===== config.mk =====
export PLATFORM = sky130hd
export DESIGN_NAME = ppmd_range_decoder_flat
export DESIGN_NICKNAME = d
export VERILOG_FILES = /design/src/rtl/ppmd_rd_pkg.sv /design/src/rtl/ppmd_rd_in_if.sv /design/src/rtl/ppmd_rd_out_if.sv /design/src/rtl/ppmd_rd_div.sv /design/src/rtl/ppmd_rd_useq.sv /design/src/rtl/ppmd_rd_dpath.sv /design/src/rtl/ppmd_range_decoder.sv /design/src/flat_wrapper.sv
export VERILOG_INCLUDE_DIRS = /design/src /design/src/rtl
export SDC_FILE = /design/constraint.sdc
export NUM_CORES = 2
export LEC_CHECK = 0
export ABC_AREA = 0
export BUFFER_PORTS_ARGS = -buffer_cell sky130_fd_sc_hd__buf_2
export CAP_MARGIN = 20
export CORE_UTILIZATION = 55
export CTS_CLUSTER_SIZE = 14
export DETAILED_ROUTE_END_ITERATION = 8
export GPL_ROUTABILITY_DRIVEN = 0
export GPL_TIMING_DRIVEN = 0
export HOLD_SLACK_MARGIN = 0.08
export PLACE_DENSITY = 0.8
export SLEW_MARGIN = 5
export SYNTH_ARGS = -nofsm -noshare
export SYNTH_HDL_FRONTEND = slang
export SYNTH_SLANG_ARGS = --single-unit

===== constraint.sdc =====
create_clock -name clk -period 8.4 [get_ports clk]
set_input_delay 1.26 -clock clk [delete_from_list [all_inputs] [get_ports clk]]
set_output_delay 1.26 -clock clk [all_outputs]
set_load 0.05 [all_outputs]

===== src/rtl/ppmd_range_decoder_assert.svh =====
// Assertion macros for the PPMd range decoder.
// Used by the top level; expects signals clk and rst_n in scope.
`ifndef PPMD_RANGE_DECODER_ASSERT_SVH
`define PPMD_RANGE_DECODER_ASSERT_SVH

// same-cycle implication, disabled in reset
`define PPMD_RD_ASSERT_IMP(lbl, ant, con, msg) \
  lbl: assert property (@(posedge clk) disable iff (!rst_n) (ant) |-> (con)) \
    else $error(msg);

// next-cycle implication, disabled in reset
`define PPMD_RD_ASSERT_NXT(lbl, ant, con, msg) \
  lbl: assert property (@(posedge clk) disable iff (!rst_n) (ant) |=> (con)) \
    else $error(msg);

`endif


===== src/rtl/ppmd_rd_pkg.sv =====
// Shared types, constants and microcode ROM of the PPMd range decoder.
// No dependencies; imported by the interfaces and all modules.
`timescale 1ns / 1ps

package ppmd_rd_pkg;

  typedef logic [31:0] word_t;
  typedef logic [2:0]  owed_t;
  typedef logic [4:0]  pc_t;

  localparam word_t FULL_RANGE = 32'hFFFF_FFFF;
  localparam word_t TOP_VALUE  = 32'h0100_0000;
  localparam word_t SATURATED  = 32'hFFFF_FFFF;
  localparam owed_t OWED_START = 3'd4;

  typedef enum logic [2:0] {
    OP_START  = 3'd0,
    OP_QUERY  = 3'd1,
    OP_DECODE = 3'd2,
    OP_BYTE   = 3'd3,
    OP_EOI    = 3'd4
  } op_t;

  typedef enum logic [3:0] {
    ACT_NOP       = 4'd0,
    ACT_START     = 4'd1,
    ACT_DIV_RT    = 4'd2,
    ACT_DIV_CQ    = 4'd3,
    ACT_THR_Q     = 4'd4,
    ACT_MUL_START = 4'd5,
    ACT_CODE_SUB  = 4'd6,
    ACT_MUL_SIZE  = 4'd7,
    ACT_NORM      = 4'd8,
    ACT_SAT       = 4'd9,
    ACT_SHIFT     = 4'd10,
    ACT_SHIFT_EOI = 4'd11
  } act_t;

  typedef enum logic [2:0] {
    JC_NEXT    = 3'd0,
    JC_ALWAYS  = 3'd1,
    JC_BAD     = 3'd2,
    JC_NOOWE   = 3'd3,
    JC_DIVWAIT = 3'd4
  } cond_t;

  typedef struct packed {
    act_t  act;
    cond_t cond;
    pc_t   target;
    logic  emit;
  } ctrl_t;

  typedef struct packed {
    logic bad;
    logic owed_zero;
    logic div_busy;
  } stat_t;

  typedef struct packed {
    word_t threshold;
    owed_t bytes_needed;
    logic  finished_ok;
    logic  error;
  } res_t;

  localparam pc_t PC_START = 5'd0;
  localparam pc_t PC_QUERY = 5'd1;
  localparam pc_t PC_Q_W1  = 5'd3;
  localparam pc_t PC_Q_W2  = 5'd5;
  localparam pc_t PC_DEC   = 5'd7;
  localparam pc_t PC_D_W1  = 5'd9;
  localparam pc_t PC_SAT   = 5'd14;
  localparam pc_t PC_BYTE  = 5'd15;
  localparam pc_t PC_EOI   = 5'd17;
  localparam pc_t PC_EMIT  = 5'd19;

  localparam ctrl_t CTRL_NOP = '{act: ACT_NOP, cond: JC_NEXT, target: PC_EMIT, emit: 1'b0};

  function automatic ctrl_t mk(input act_t a, input cond_t c, input pc_t t);
    ctrl_t w;
    w.act    = a;
    w.cond   = c;
    w.target = t;
    w.emit   = 1'b0;
    return w;
  endfunction

  function automatic ctrl_t ucode_rom(input pc_t pc);
    ctrl_t w;
    w = CTRL_NOP;
    case (pc)
      5'd0:  w = mk(ACT_START,     JC_ALWAYS,  PC_EMIT);
      5'd1:  w = mk(ACT_NOP,       JC_BAD,     PC_SAT);
      5'd2:  w = mk(ACT_DIV_RT,    JC_NEXT,    PC_EMIT);
      5'd3:  w = mk(ACT_NOP,       JC_DIVWAIT, PC_Q_W1);
      5'd4:  w = mk(ACT_DIV_CQ,    JC_NEXT,    PC_EMIT);
      5'd5:  w = mk(ACT_NOP,       JC_DIVWAIT, PC_Q_W2);
      5'd6:  w = mk(ACT_THR_Q,     JC_ALWAYS,  PC_EMIT);
      5'd7:  w = mk(ACT_NOP,       JC_BAD,     PC_SAT);
      5'd8:  w = mk(ACT_DIV_RT,    JC_NEXT,    PC_EMIT);
      5'd9:  w = mk(ACT_NOP,       JC_DIVWAIT, PC_D_W1);
      5'd10: w = mk(ACT_MUL_START, JC_NEXT,    PC_EMIT);
      5'd11: w = mk(ACT_CODE_SUB,  JC_NEXT,    PC_EMIT);
      5'd12: w = mk(ACT_MUL_SIZE,  JC_NEXT,    PC_EMIT);
      5'd13: w = mk(ACT_NORM,      JC_ALWAYS,  PC_EMIT);
      5'd14: w = mk(ACT_SAT,       JC_ALWAYS,  PC_EMIT);
      5'd15: w = mk(ACT_NOP,       JC_NOOWE,   PC_EMIT);
      5'd16: w = mk(ACT_SHIFT,     JC_ALWAYS,  PC_EMIT);
      5'd17: w = mk(ACT_NOP,       JC_NOOWE,   PC_EMIT);
      5'd18: w = mk(ACT_SHIFT_EOI, JC_ALWAYS,  PC_EMIT);
      5'd19: begin
        w      = CTRL_NOP;
        w.emit = 1'b1;
      end
      default: begin
        w      = CTRL_NOP;
        w.emit = 1'b1;
      end
    endcase
    return w;
  endfunction

  function automatic pc_t dispatch(input logic [2:0] op);
    pc_t pc;
    case (op)
      OP_START:  pc = PC_START;
      OP_QUERY:  pc = PC_QUERY;
      OP_DECODE: pc = PC_DEC;
      OP_BYTE:   pc = PC_BYTE;
      OP_EOI:    pc = PC_EOI;
      default:   pc = PC_EMIT;
    endcase
    return pc;
  endfunction

endpackage


===== src/rtl/ppmd_rd_in_if.sv =====
// Input channel of the PPMd range decoder: valid/ready plus command payload.
// Depends on ppmd_rd_pkg.
`timescale 1ns / 1ps

interface ppmd_rd_in_if import ppmd_rd_pkg::*; ();
  logic        valid;
  logic        ready;
  logic [2:0]  operation;
  word_t       total;
  word_t       sym_start;
  word_t       sym_size;
  logic [7:0]  data_byte;

  modport source (output valid, operation, total, sym_start, sym_size, data_byte,
                  input ready);
  modport sink   (input valid, operation, total, sym_start, sym_size, data_byte,
                  output ready);
endinterface


===== src/rtl/ppmd_rd_out_if.sv =====
// Result channel of the PPMd range decoder: valid/ready plus status payload.
// Depends on ppmd_rd_pkg.
`timescale 1ns / 1ps

interface ppmd_rd_out_if import ppmd_rd_pkg::*; ();
  logic   valid;
  logic   ready;
  word_t  threshold;
  owed_t  bytes_needed;
  logic   finished_ok;
  logic   error;

  modport source (output valid, threshold, bytes_needed, finished_ok, error,
                  input ready);
  modport sink   (input valid, threshold, bytes_needed, finished_ok, error,
                  output ready);
endinterface


===== src/rtl/ppmd_rd_div.sv =====
// Radix-2 restoring divider, 32-bit unsigned, one quotient bit per cycle.
// Depends on ppmd_rd_pkg.
`timescale 1ns / 1ps

module ppmd_rd_div import ppmd_rd_pkg::*; (
  input  logic  clk,
  input  logic  rst_n,
  input  logic  start,
  input  word_t dividend,
  input  word_t divisor,
  output logic  busy,
  output word_t quotient
);

  localparam int W = $bits(word_t);
  localparam int CW = $clog2(W + 1);

  word_t          rem_r, rem_nxt;
  word_t          quo_r, quo_nxt;
  word_t          dsr_r, dsr_nxt;
  logic [CW-1:0]  cnt_r, cnt_nxt;
  logic [W:0]     trial;
  logic [W:0]     diff;

  assign trial = {rem_r, quo_r[W-1]};
  assign diff  = trial - {1'b0, dsr_r};

  always_comb begin
    rem_nxt = rem_r;
    quo_nxt = quo_r;
    dsr_nxt = dsr_r;
    cnt_nxt = cnt_r;
    if (start) begin
      rem_nxt = '0;
      quo_nxt = dividend;
      dsr_nxt = divisor;
      cnt_nxt = CW'(W);
    end else if (cnt_r != '0) begin
      if (!diff[W]) begin
        rem_nxt = diff[W-1:0];
        quo_nxt = {quo_r[W-2:0], 1'b1};
      end else begin
        rem_nxt = trial[W-1:0];
        quo_nxt = {quo_r[W-2:0], 1'b0};
      end
      cnt_nxt = cnt_r - CW'(1);
    end
  end

  always_ff @(posedge clk) begin
    if (!rst_n) begin
      cnt_r <= '0;
    end else begin
      cnt_r <= cnt_nxt;
    end
    rem_r <= rem_nxt;
    quo_r <= quo_nxt;
    dsr_r <= dsr_nxt;
  end

  assign busy     = (cnt_r != '0);
  assign quotient = quo_r;

endmodule


===== src/rtl/ppmd_rd_useq.sv =====
// Microsequencer: step counter, control ROM fetch, dispatch and conditional jumps.
// Depends on ppmd_rd_pkg (ROM contents, control and status structs).
`timescale 1ns / 1ps

module ppmd_rd_useq import ppmd_rd_pkg::*; (
  input  logic       clk,
  input  logic       rst_n,
  input  logic       start,
  input  logic [2:0] op,
  input  stat_t      stat,
  input  logic       out_free,
  output ctrl_t      ctrl,
  output logic       busy
);

  typedef enum logic [1:0] {
    SQ_IDLE = 2'b01,
    SQ_RUN  = 2'b10
  } seq_t;

  seq_t  phase_r, phase_nxt;
  pc_t   pc_r, pc_nxt;
  ctrl_t word;
  logic  taken;

  always_comb begin
    word = ucode_rom(pc_r);
    case (word.cond)
      JC_ALWAYS:  taken = 1'b1;
      JC_BAD:     taken = stat.bad;
      JC_NOOWE:   taken = stat.owed_zero;
      JC_DIVWAIT: taken = stat.div_busy;
      default:    taken = 1'b0;
    endcase
  end

  always_comb begin
    phase_nxt = phase_r;
    pc_nxt    = pc_r;
    case (phase_r)
      SQ_IDLE: begin
        if (start) begin
          pc_nxt    = dispatch(op);
          phase_nxt = SQ_RUN;
        end
      end
      SQ_RUN: begin
        if (word.emit) begin
          // hold on the emit step until the output register frees
          if (out_free) phase_nxt = SQ_IDLE;
        end else if (taken) begin
          pc_nxt = word.target;
        end else begin
          pc_nxt = pc_r + pc_t'(1);
        end
      end
      default: phase_nxt = SQ_IDLE;
    endcase
  end

  always_ff @(posedge clk) begin
    if (!rst_n) begin
      phase_r <= SQ_IDLE;
      pc_r    <= PC_EMIT;
    end else begin
      phase_r <= phase_nxt;
      pc_r    <= pc_nxt;
    end
  end

  assign busy = (phase_r == SQ_RUN);
  assign ctrl = busy ? word : CTRL_NOP;

endmodule


===== src/rtl/ppmd_rd_dpath.sv =====
// Datapath: range/code/owed/error state, latched command, shared multiplier, divider.
// Depends on ppmd_rd_pkg and ppmd_rd_div.
`timescale 1ns / 1ps

module ppmd_rd_dpath import ppmd_rd_pkg::*; (
  input  logic       clk,
  input  logic       rst_n,
  input  logic       load,
  input  word_t      total_in,
  input  word_t      sstart_in,
  input  word_t      ssize_in,
  input  logic [7:0] byte_in,
  input  ctrl_t      ctrl,
  output stat_t      stat,
  output res_t       res
);

  word_t range_r, range_nxt;
  word_t code_r, code_nxt;
  owed_t owed_r, owed_nxt;
  logic  err_r, err_nxt;
  word_t thr_r, thr_nxt;
  word_t prod_r, prod_nxt;
  word_t total_r, sstart_r, ssize_r;
  logic [7:0] byte_r;

  logic        div_start;
  word_t       div_dividend, div_divisor, div_q;
  logic        div_busy;
  word_t       mul_a;
  logic [63:0] mul_full;
  word_t       mul_y;
  logic [7:0]  shift_byte;
  word_t       code_sh, range_sh;
  owed_t       norm_cnt;

  assign div_start    = (ctrl.act == ACT_DIV_RT) || (ctrl.act == ACT_DIV_CQ);
  assign div_dividend = (ctrl.act == ACT_DIV_CQ) ? code_r : range_r;
  assign div_divisor  = (ctrl.act == ACT_DIV_CQ) ? div_q : total_r;

  ppmd_rd_div u_div (
    .clk      (clk),
    .rst_n    (rst_n),
    .start    (div_start),
    .dividend (div_dividend),
    .divisor  (div_divisor),
    .busy     (div_busy),
    .quotient (div_q)
  );

  assign mul_a    = (ctrl.act == ACT_MUL_SIZE) ? ssize_r : sstart_r;
  assign mul_full = mul_a * div_q;
  assign mul_y    = mul_full[31:0];

  assign shift_byte = ((ctrl.act == ACT_SHIFT_EOI) || err_r) ? 8'h00 : byte_r;
  assign code_sh    = {code_r[23:0], shift_byte};
  assign range_sh   = (range_r < TOP_VALUE) ? {range_r[23:0], 8'h00} : range_r;

  always_comb begin
    if (range_r < 32'h0000_0100)      norm_cnt = 3'd3;
    else if (range_r < 32'h0001_0000) norm_cnt = 3'd2;
    else if (range_r < TOP_VALUE)     norm_cnt = 3'd1;
    else                              norm_cnt = 3'd0;
  end

  always_comb begin
    range_nxt = range_r;
    code_nxt  = code_r;
    owed_nxt  = owed_r;
    err_nxt   = err_r;
    thr_nxt   = thr_r;
    prod_nxt  = prod_r;
    if (load) thr_nxt = '0;
    case (ctrl.act)
      ACT_START: begin
        range_nxt = FULL_RANGE;
        code_nxt  = '0;
        owed_nxt  = OWED_START;
        err_nxt   = 1'b0;
      end
      ACT_THR_Q:     thr_nxt = div_q;
      ACT_MUL_START: prod_nxt = mul_y;
      ACT_CODE_SUB:  code_nxt = code_r - prod_r;
      ACT_MUL_SIZE:  range_nxt = mul_y;
      ACT_NORM: begin
        if (range_r == '0) begin
          err_nxt  = 1'b1;
          owed_nxt = '0;
        end else begin
          owed_nxt = norm_cnt;
        end
      end
      ACT_SAT: begin
        err_nxt = 1'b1;
        thr_nxt = SATURATED;
      end
      ACT_SHIFT, ACT_SHIFT_EOI: begin
        if (ctrl.act == ACT_SHIFT_EOI) err_nxt = 1'b1;
        code_nxt  = code_sh;
        range_nxt = range_sh;
        owed_nxt  = owed_r - owed_t'(1);
      end
      default: ;
    endcase
  end

  always_ff @(posedge clk) begin
    if (!rst_n) begin
      range_r <= '0;
      code_r  <= '0;
      owed_r  <= '0;
      err_r   <= 1'b0;
    end else begin
      range_r <= range_nxt;
      code_r  <= code_nxt;
      owed_r  <= owed_nxt;
      err_r   <= err_nxt;
    end
    thr_r  <= thr_nxt;
    prod_r <= prod_nxt;
    if (load) begin
      total_r  <= total_in;
      sstart_r <= sstart_in;
      ssize_r  <= ssize_in;
      byte_r   <= byte_in;
    end
  end

  assign stat.bad       = (owed_r != '0) || (total_r == '0) || (total_r > range_r);
  assign stat.owed_zero = (owed_r == '0);
  assign stat.div_busy  = div_busy;

  assign res.threshold    = thr_r;
  assign res.bytes_needed = owed_r;
  assign res.finished_ok  = (code_r == '0) && !err_r;
  assign res.error        = err_r;

endmodule


===== src/rtl/ppmd_range_decoder.sv =====
// Channel    Dir   Handshake      Payload
// in_ch      in    valid/ready    operation, total, sym_start, sym_size, data_byte
// out_ch     out   valid/ready    threshold, bytes_needed, finished_ok, error
//
// One command at a time. A decode and a threshold query wait on the radix-2 divider
// (one quotient bit per cycle) from the microprogram; data byte, end of input and
// start do not use it.
// Synchronous active-low reset clears range, code, owed count and error.
// A finished result waits in the output register; a new command is taken meanwhile
// and its emit step holds until out_ch drains.
// Top level of the PPMd range decoder. Depends on ppmd_rd_pkg, the channel
// interfaces, ppmd_rd_useq, ppmd_rd_dpath and ppmd_range_decoder_assert.svh.
`timescale 1ns / 1ps
`include "ppmd_range_decoder_assert.svh"

module ppmd_range_decoder import ppmd_rd_pkg::*; (
  input  logic          clk,
  input  logic          rst_n,
  ppmd_rd_in_if.sink    in_ch,
  ppmd_rd_out_if.source out_ch
);

  ctrl_t ctrl;
  stat_t stat;
  res_t  res;
  logic  seq_busy;
  logic  in_fire;
  logic  out_free;
  logic  emit_fire;

  logic  out_valid_r, out_valid_nxt;
  res_t  out_res_r;

  assign in_ch.ready = !seq_busy;
  assign in_fire     = in_ch.valid && in_ch.ready;
  assign out_free    = !out_valid_r || out_ch.ready;
  assign emit_fire   = ctrl.emit && out_free;

  ppmd_rd_useq u_useq (
    .clk      (clk),
    .rst_n    (rst_n),
    .start    (in_fire),
    .op       (in_ch.operation),
    .stat     (stat),
    .out_free (out_free),
    .ctrl     (ctrl),
    .busy     (seq_busy)
  );

  ppmd_rd_dpath u_dpath (
    .clk       (clk),
    .rst_n     (rst_n),
    .load      (in_fire),
    .total_in  (in_ch.total),
    .sstart_in (in_ch.sym_start),
    .ssize_in  (in_ch.sym_size),
    .byte_in   (in_ch.data_byte),
    .ctrl      (ctrl),
    .stat      (stat),
    .res       (res)
  );

  always_comb begin
    out_valid_nxt = out_valid_r;
    if (emit_fire) out_valid_nxt = 1'b1;
    else if (out_ch.ready) out_valid_nxt = 1'b0;
  end

  always_ff @(posedge clk) begin
    if (!rst_n) begin
      out_valid_r <= 1'b0;
    end else begin
      out_valid_r <= out_valid_nxt;
    end
    if (emit_fire) out_res_r <= res;
  end

  assign out_ch.valid        = out_valid_r;
  assign out_ch.threshold    = out_res_r.threshold;
  assign out_ch.bytes_needed = out_res_r.bytes_needed;
  assign out_ch.finished_ok  = out_res_r.finished_ok;
  assign out_ch.error        = out_res_r.error;

  `PPMD_RD_ASSERT_NXT(a_busy_after_accept, in_fire, seq_busy, "sequencer idle after a transaction")
  `PPMD_RD_ASSERT_NXT(a_emit_holds, seq_busy && ctrl.emit && !out_free, seq_busy, "result dropped while output full")
  `PPMD_RD_ASSERT_IMP(a_div_in_cmd, stat.div_busy, seq_busy, "divider running with no command")
  `PPMD_RD_ASSERT_IMP(a_owed_range, out_valid_r, out_res_r.bytes_needed <= OWED_START, "owed byte count out of range")

endmodule

===== src/flat_wrapper.sv =====
// flat-port wrapper written by rule: the top's interface ports become plain ports
module ppmd_range_decoder_flat import ppmd_rd_pkg::*;
  (clk, rst_n, in_ch_valid, in_ch_operation, in_ch_total, in_ch_sym_start, in_ch_sym_size, in_ch_data_byte, in_ch_ready, out_ch_valid, out_ch_threshold, out_ch_bytes_needed, out_ch_finished_ok, out_ch_error, out_ch_ready);
  ppmd_rd_in_if in_ch_i ();
  ppmd_rd_out_if out_ch_i ();
  input  logic clk;
  input  logic rst_n;
  input wire logic [$bits(in_ch_i.valid)-1:0] in_ch_valid;
  input wire logic [$bits(in_ch_i.operation)-1:0] in_ch_operation;
  input wire logic [$bits(in_ch_i.total)-1:0] in_ch_total;
  input wire logic [$bits(in_ch_i.sym_start)-1:0] in_ch_sym_start;
  input wire logic [$bits(in_ch_i.sym_size)-1:0] in_ch_sym_size;
  input wire logic [$bits(in_ch_i.data_byte)-1:0] in_ch_data_byte;
  output wire logic [$bits(in_ch_i.ready)-1:0] in_ch_ready;
  output wire logic [$bits(out_ch_i.valid)-1:0] out_ch_valid;
  output wire logic [$bits(out_ch_i.threshold)-1:0] out_ch_threshold;
  output wire logic [$bits(out_ch_i.bytes_needed)-1:0] out_ch_bytes_needed;
  output wire logic [$bits(out_ch_i.finished_ok)-1:0] out_ch_finished_ok;
  output wire logic [$bits(out_ch_i.error)-1:0] out_ch_error;
  input wire logic [$bits(out_ch_i.ready)-1:0] out_ch_ready;
  assign in_ch_i.valid = in_ch_valid;
  assign in_ch_i.operation = in_ch_operation;
  assign in_ch_i.total = in_ch_total;
  assign in_ch_i.sym_start = in_ch_sym_start;
  assign in_ch_i.sym_size = in_ch_sym_size;
  assign in_ch_i.data_byte = in_ch_data_byte;
  assign in_ch_ready = in_ch_i.ready;
  assign out_ch_valid = out_ch_i.valid;
  assign out_ch_threshold = out_ch_i.threshold;
  assign out_ch_bytes_needed = out_ch_i.bytes_needed;
  assign out_ch_finished_ok = out_ch_i.finished_ok;
  assign out_ch_error = out_ch_i.error;
  assign out_ch_i.ready = out_ch_ready;
  ppmd_range_decoder u_core (.clk(clk), .rst_n(rst_n), .in_ch(in_ch_i), .out_ch(out_ch_i));
endmodule

==> parameters.txt <==
Parameter                              Value

Critical path
  Start-to-end type of the worst setup path    register to register
  Data arrival time of the worst path    8.90 ns
  Delay of the slowest critical-path stage    0.67 ns
  Launch point of the critical path    u_core.u_useq.word[12]$_DFF_P_
  Worst setup SP type    register
  Critical register-to-register path startpoint    u_core.u_useq.word[12]$_DFF_P_
  Crit Reg-Reg Endpoint    u_core.u_dpath.prod_r[30]$_DFFE_PN_
  Critical path data required time    8.73 ns
  Maximum fanout along the worst path    7
  Type of destination of the critical path    register
  Worst setup endpoint    u_core.u_dpath.prod_r[30]$_DFFE_PN_
  Crit path max-delay cell type    sky130_fd_sc_hd__fa_2
  Worst r2r path cells    30
  R2r setup slk    -0.17 ns
  Most common cell type on the critical path    sky130_fd_sc_hd__fa_1

Routing
  First-pass iteration count of the detailed router    8
  Detailed Route WL    110.3 mm
  Routed length on met1    39.83 mm
  Routed wire per std cell    23.53 um
  Residual antenna-violating net count after detailed routing    0
  Total met2 wirelength after detailed routing    47.52 mm
  Initial DRC Count    3936
  Routed vias    28.60k
  Uppermost layer routed    met5
  Amount of wire on met3 after detailed routing    14.88 mm
  Post-DR vias/cell    6.097
  DRC violation count after routing    0

Synthesis
  Synthesized instance count    3552
  Top cell type by total area after synthesis    sky130_fd_sc_hd__fa_1
  Register bit count reported by yosys    396
  Most used DFF post-synth    sky130_fd_sc_hd__edfxtp_1
  Post-synthesis async set-or-reset flop share    0%
  Distinct cells, synth    74
  Seq/Total Area, Yosys    29.96%
  Biggest area contributors in the synthesized netlist    sky130_fd_sc_hd__fa_1 23%, sky130_fd_sc_hd__edfxtp_1 23%, sky130_fd_sc_hd__ha_1 8.0%, sky130_fd_sc_hd__dfxtp_1 7.2%, sky130_fd_sc_hd__inv_1 5.5%
  Count of flip-flops with a built-in enable after synthesis    269
  Area share of the largest cell type after synthesis    23.16%
  Post-synthesis cell area    35440 sq um
  Yosys synthesis warning count    0
  Post-synth net total    4300
  Mean cell area of the mapped netlist    9.978 sq um

Final layout
  Multi-input logic area    22720 sq um
  Most frequent standard cell in the layout excluding fill and tap cells    sky130_fd_sc_hd__inv_1
  Total number of nets in the final design    4548
  Share of post-route cells with drive strength above 1    12.38%
  Sequential cell area    10630 sq um
  Number of fillers in the final layout    4842
  Non-Filler Cell Area, Final    40230 sq um
  Most used cells in the layout excluding fill and tap cells    518 x sky130_fd_sc_hd__inv_1, 400 x sky130_fd_sc_hd__fa_1, 372 x sky130_fd_sc_hd__nand2_1
  Layout Area Growth over Synthesis    13.51%

Timing
  Unrepaired setup endpoints after global routing    yes
  Worst-case clock skew    0.01941 ns
  Pins Over Slew Limit    0
  Final worst path period share    102.0%
  Worst setup slack after layout    -0.1658 ns
  Worst max-slew margin expressed relative to the limit    21.26%
  Transition time at the pin with the least slew margin    1.181 ns
  Hold violation total from the final report    0
  Final number of setup-violating endpoints    7
  Post-layout minimum cycle time    8.566 ns
  Highest clock frequency the design can meet    116.7 MHz

Floorplan
  Floorplan Core Area    63430 sq um
  DIE AREA    65460 sq um
  Num ports    150
  Vert. Die Dim    255.9 um
  Placement Rows    92
  Starting utilization of the core area    55.88%
  Die W    255.9 um

Global route
  Number of global-route vias before repair    28.73k
  GRT overflow    0
  Pin count of the biggest net entering global routing    64
  First-pass GRT wire length    167.4 mm
  Total global-route track usage    33.81%
  Initial antenna violation count    6

Clock network
  Insertion delay of the later-clocked pin in the worst-skew pair    0.60 ns
  Hold-fix buffer count after cts    0
  Master cell of the clock root buffer    sky130_fd_sc_hd__clkbuf_16
  TritonCTS clock tree    yes
  H-tree depth reported by CTS    2
  Clock transition at the registers of the reported paths    0.06 ns
  Clock sinks    396
  Maximum root-to-sink buffer count    3
  TritonCTS buffer count    46

Job
  Maximum Capacitance Violations    0

Run status
  Violated checks    negative setup slack
  Status    finished, violations left

Place
  IO Port Bufs    149
  Post-Place Cell Area    37350 sq um
  Detailed placer's ending HPWL    82.89 mm

Hold path
  Worst min path class    register to register
## sequential cells by signal (all words and copies together) (netlist names), 32 cells and up
name	count
u_core.u_dpath.u_div.quotient	32
u_core.u_dpath.total_r	32
u_core.u_dpath.prod_r	32
u_core.u_dpath.thr_r	32
u_core.u_dpath.u_div.rem_r	32
u_core.u_dpath.sstart_r	32
u_core.out_ch.threshold	32
u_core.u_dpath.code_r	32
u_core.u_dpath.u_div.dsr_r	32
u_core.u_dpath.range_r	32
u_core.u_dpath.ssize_r	32
## cell type report
type	count	share of cell area, %
multi-input cells	2461	56.48
flip-flops and latches	396	26.41
inverters	523	4.880
repair buffers	207	3.359
clock buffers	55	3.101
well taps	846	2.631
plain buffers	165	2.217
clock inverters	30	0.8770
diodes	7	0.04354
## metrics by stage
stage               setup WS, ns  hold slack (ns)  instances  util (%)  TNS [ns]
CTS                     -0.05682           0.4163       4680     63.00  -0.06305
finish                   -0.1658           0.4132       4690     63.43   -0.6848
global placement          -1.929           0.4042       4547     58.73    -33.99
floorplan                 0.2960           0.4003       3552         -         0
detailed placement        -1.968           0.4054       4553     58.89    -36.60
global route             -0.2946           0.4219       4684     63.41    -2.118
## routing by layer
| metal | vias up | GRT usage (%) |
|---|---|---|
| met3 | 525 | 10.43 |
| met2 | 2030 | 50.22 |
| met5 | - | 0 |
| li1 | 12250 | - |
| met4 | 4 | 21.11 |
| met1 | 13790 | 43.15 |
## cell usage after synthesis, types with 6 or more instances
cell type / n
sky130_fd_sc_hd__xor2_1: 32
sky130_fd_sc_hd__nand2_1: 381
sky130_fd_sc_hd__dfxtp_1: 127
sky130_fd_sc_hd__and3_1: 9
sky130_fd_sc_hd__inv_1: 521
sky130_fd_sc_hd__a31oi_1: 34
sky130_fd_sc_hd__ha_1: 227
sky130_fd_sc_hd__clkbuf_1: 154
sky130_fd_sc_hd__nor4_1: 24
sky130_fd_sc_hd__fa_1: 410
sky130_fd_sc_hd__xnor2_1: 98
sky130_fd_sc_hd__o221ai_1: 6
sky130_fd_sc_hd__mux2_2: 59
sky130_fd_sc_hd__nor3_1: 30
sky130_fd_sc_hd__a222oi_1: 24
sky130_fd_sc_hd__o2111ai_1: 6
sky130_fd_sc_hd__nor2b_1: 14
sky130_fd_sc_hd__a21oi_1: 139
sky130_fd_sc_hd__nor2_1: 132
sky130_fd_sc_hd__nand2b_1: 32
sky130_fd_sc_hd__o21a_1: 48
sky130_fd_sc_hd__o21bai_1: 12
sky130_fd_sc_hd__or3_1: 9
sky130_fd_sc_hd__mux2i_1: 67
sky130_fd_sc_hd__nand4_1: 19
sky130_fd_sc_hd__o21ai_0: 149
sky130_fd_sc_hd__nor3b_1: 6
sky130_fd_sc_hd__buf_1: 8
sky130_fd_sc_hd__nand3_1: 36
sky130_fd_sc_hd__a211oi_1: 16
sky130_fd_sc_hd__a221oi_1: 6
sky130_fd_sc_hd__edfxtp_1: 269
sky130_fd_sc_hd__o211ai_1: 23
sky130_fd_sc_hd__buf_2: 8
sky130_fd_sc_hd__a21o_1: 44
sky130_fd_sc_hd__and2_1: 289
## repair_timing
action | 4_1_cts | 5_1_grt
resized for setup | 157 | 53
pin swaps | 67 | 38
cloned | 2 | 0
buffers inserted | 43 | 6
endpoints found under the setup margin | 36 | 28
## worst max-delay path, delay by kind of cell (launching register included)
| family | cells | cell delay, ns |
|---|---|---|
| flip-flops | 1 | 0.34 |
| XOR/XNOR | 1 | 0.10 |
| AO/OA/AOI/OAI | 6 | 1.16 |
| adder cells (fa/ha/maj) | 9 | 4.36 |
| buffers and inverters | 6 | 0.64 |
| AND/OR/NAND/NOR | 8 | 1.67 |
## how the worst min path moves through the flow
stage	slack (ns)	start	end	cells after the start
6_report	0.41	u_core.u_dpath.thr_r[13]$_DFFE_PP_	u_core.out_ch.threshold[13]$_DFFE_PP_	0
5_1_grt	0.42	u_core.u_dpath.thr_r[26]$_DFFE_PP_	u_core.out_ch.threshold[26]$_DFFE_PP_	0
4_1_cts	0.42	u_core.u_dpath.thr_r[13]$_DFFE_PP_	u_core.out_ch.threshold[13]$_DFFE_PP_	0
3_5_place_dp	0.41	u_core.u_dpath.thr_r[20]$_DFFE_PP_	u_core.out_ch.threshold[20]$_DFFE_PP_	0
3_3_place_gp	0.40	u_core.u_dpath.thr_r[11]$_DFFE_PP_	u_core.out_ch.threshold[11]$_DFFE_PP_	0
2_1_floorplan	0.40	u_core.u_dpath.thr_r[0]$_DFFE_PP_	u_core.out_ch.threshold[0]$_DFFE_PP_	0
## logic make-up after synthesis
kind of cell,after synthesis,synth area share [%]
simple gates,1003,14.04
buf+inv,695,7.420
fa+ha+maj,637,31.17
compound gates,559,10.06
flops,396,29.96
xor+xnor,135,3.530
mux,127,3.809
Power is not shown: default switching activity piles up to over one toggle a cycle in this logic, so the estimate is an artifact.
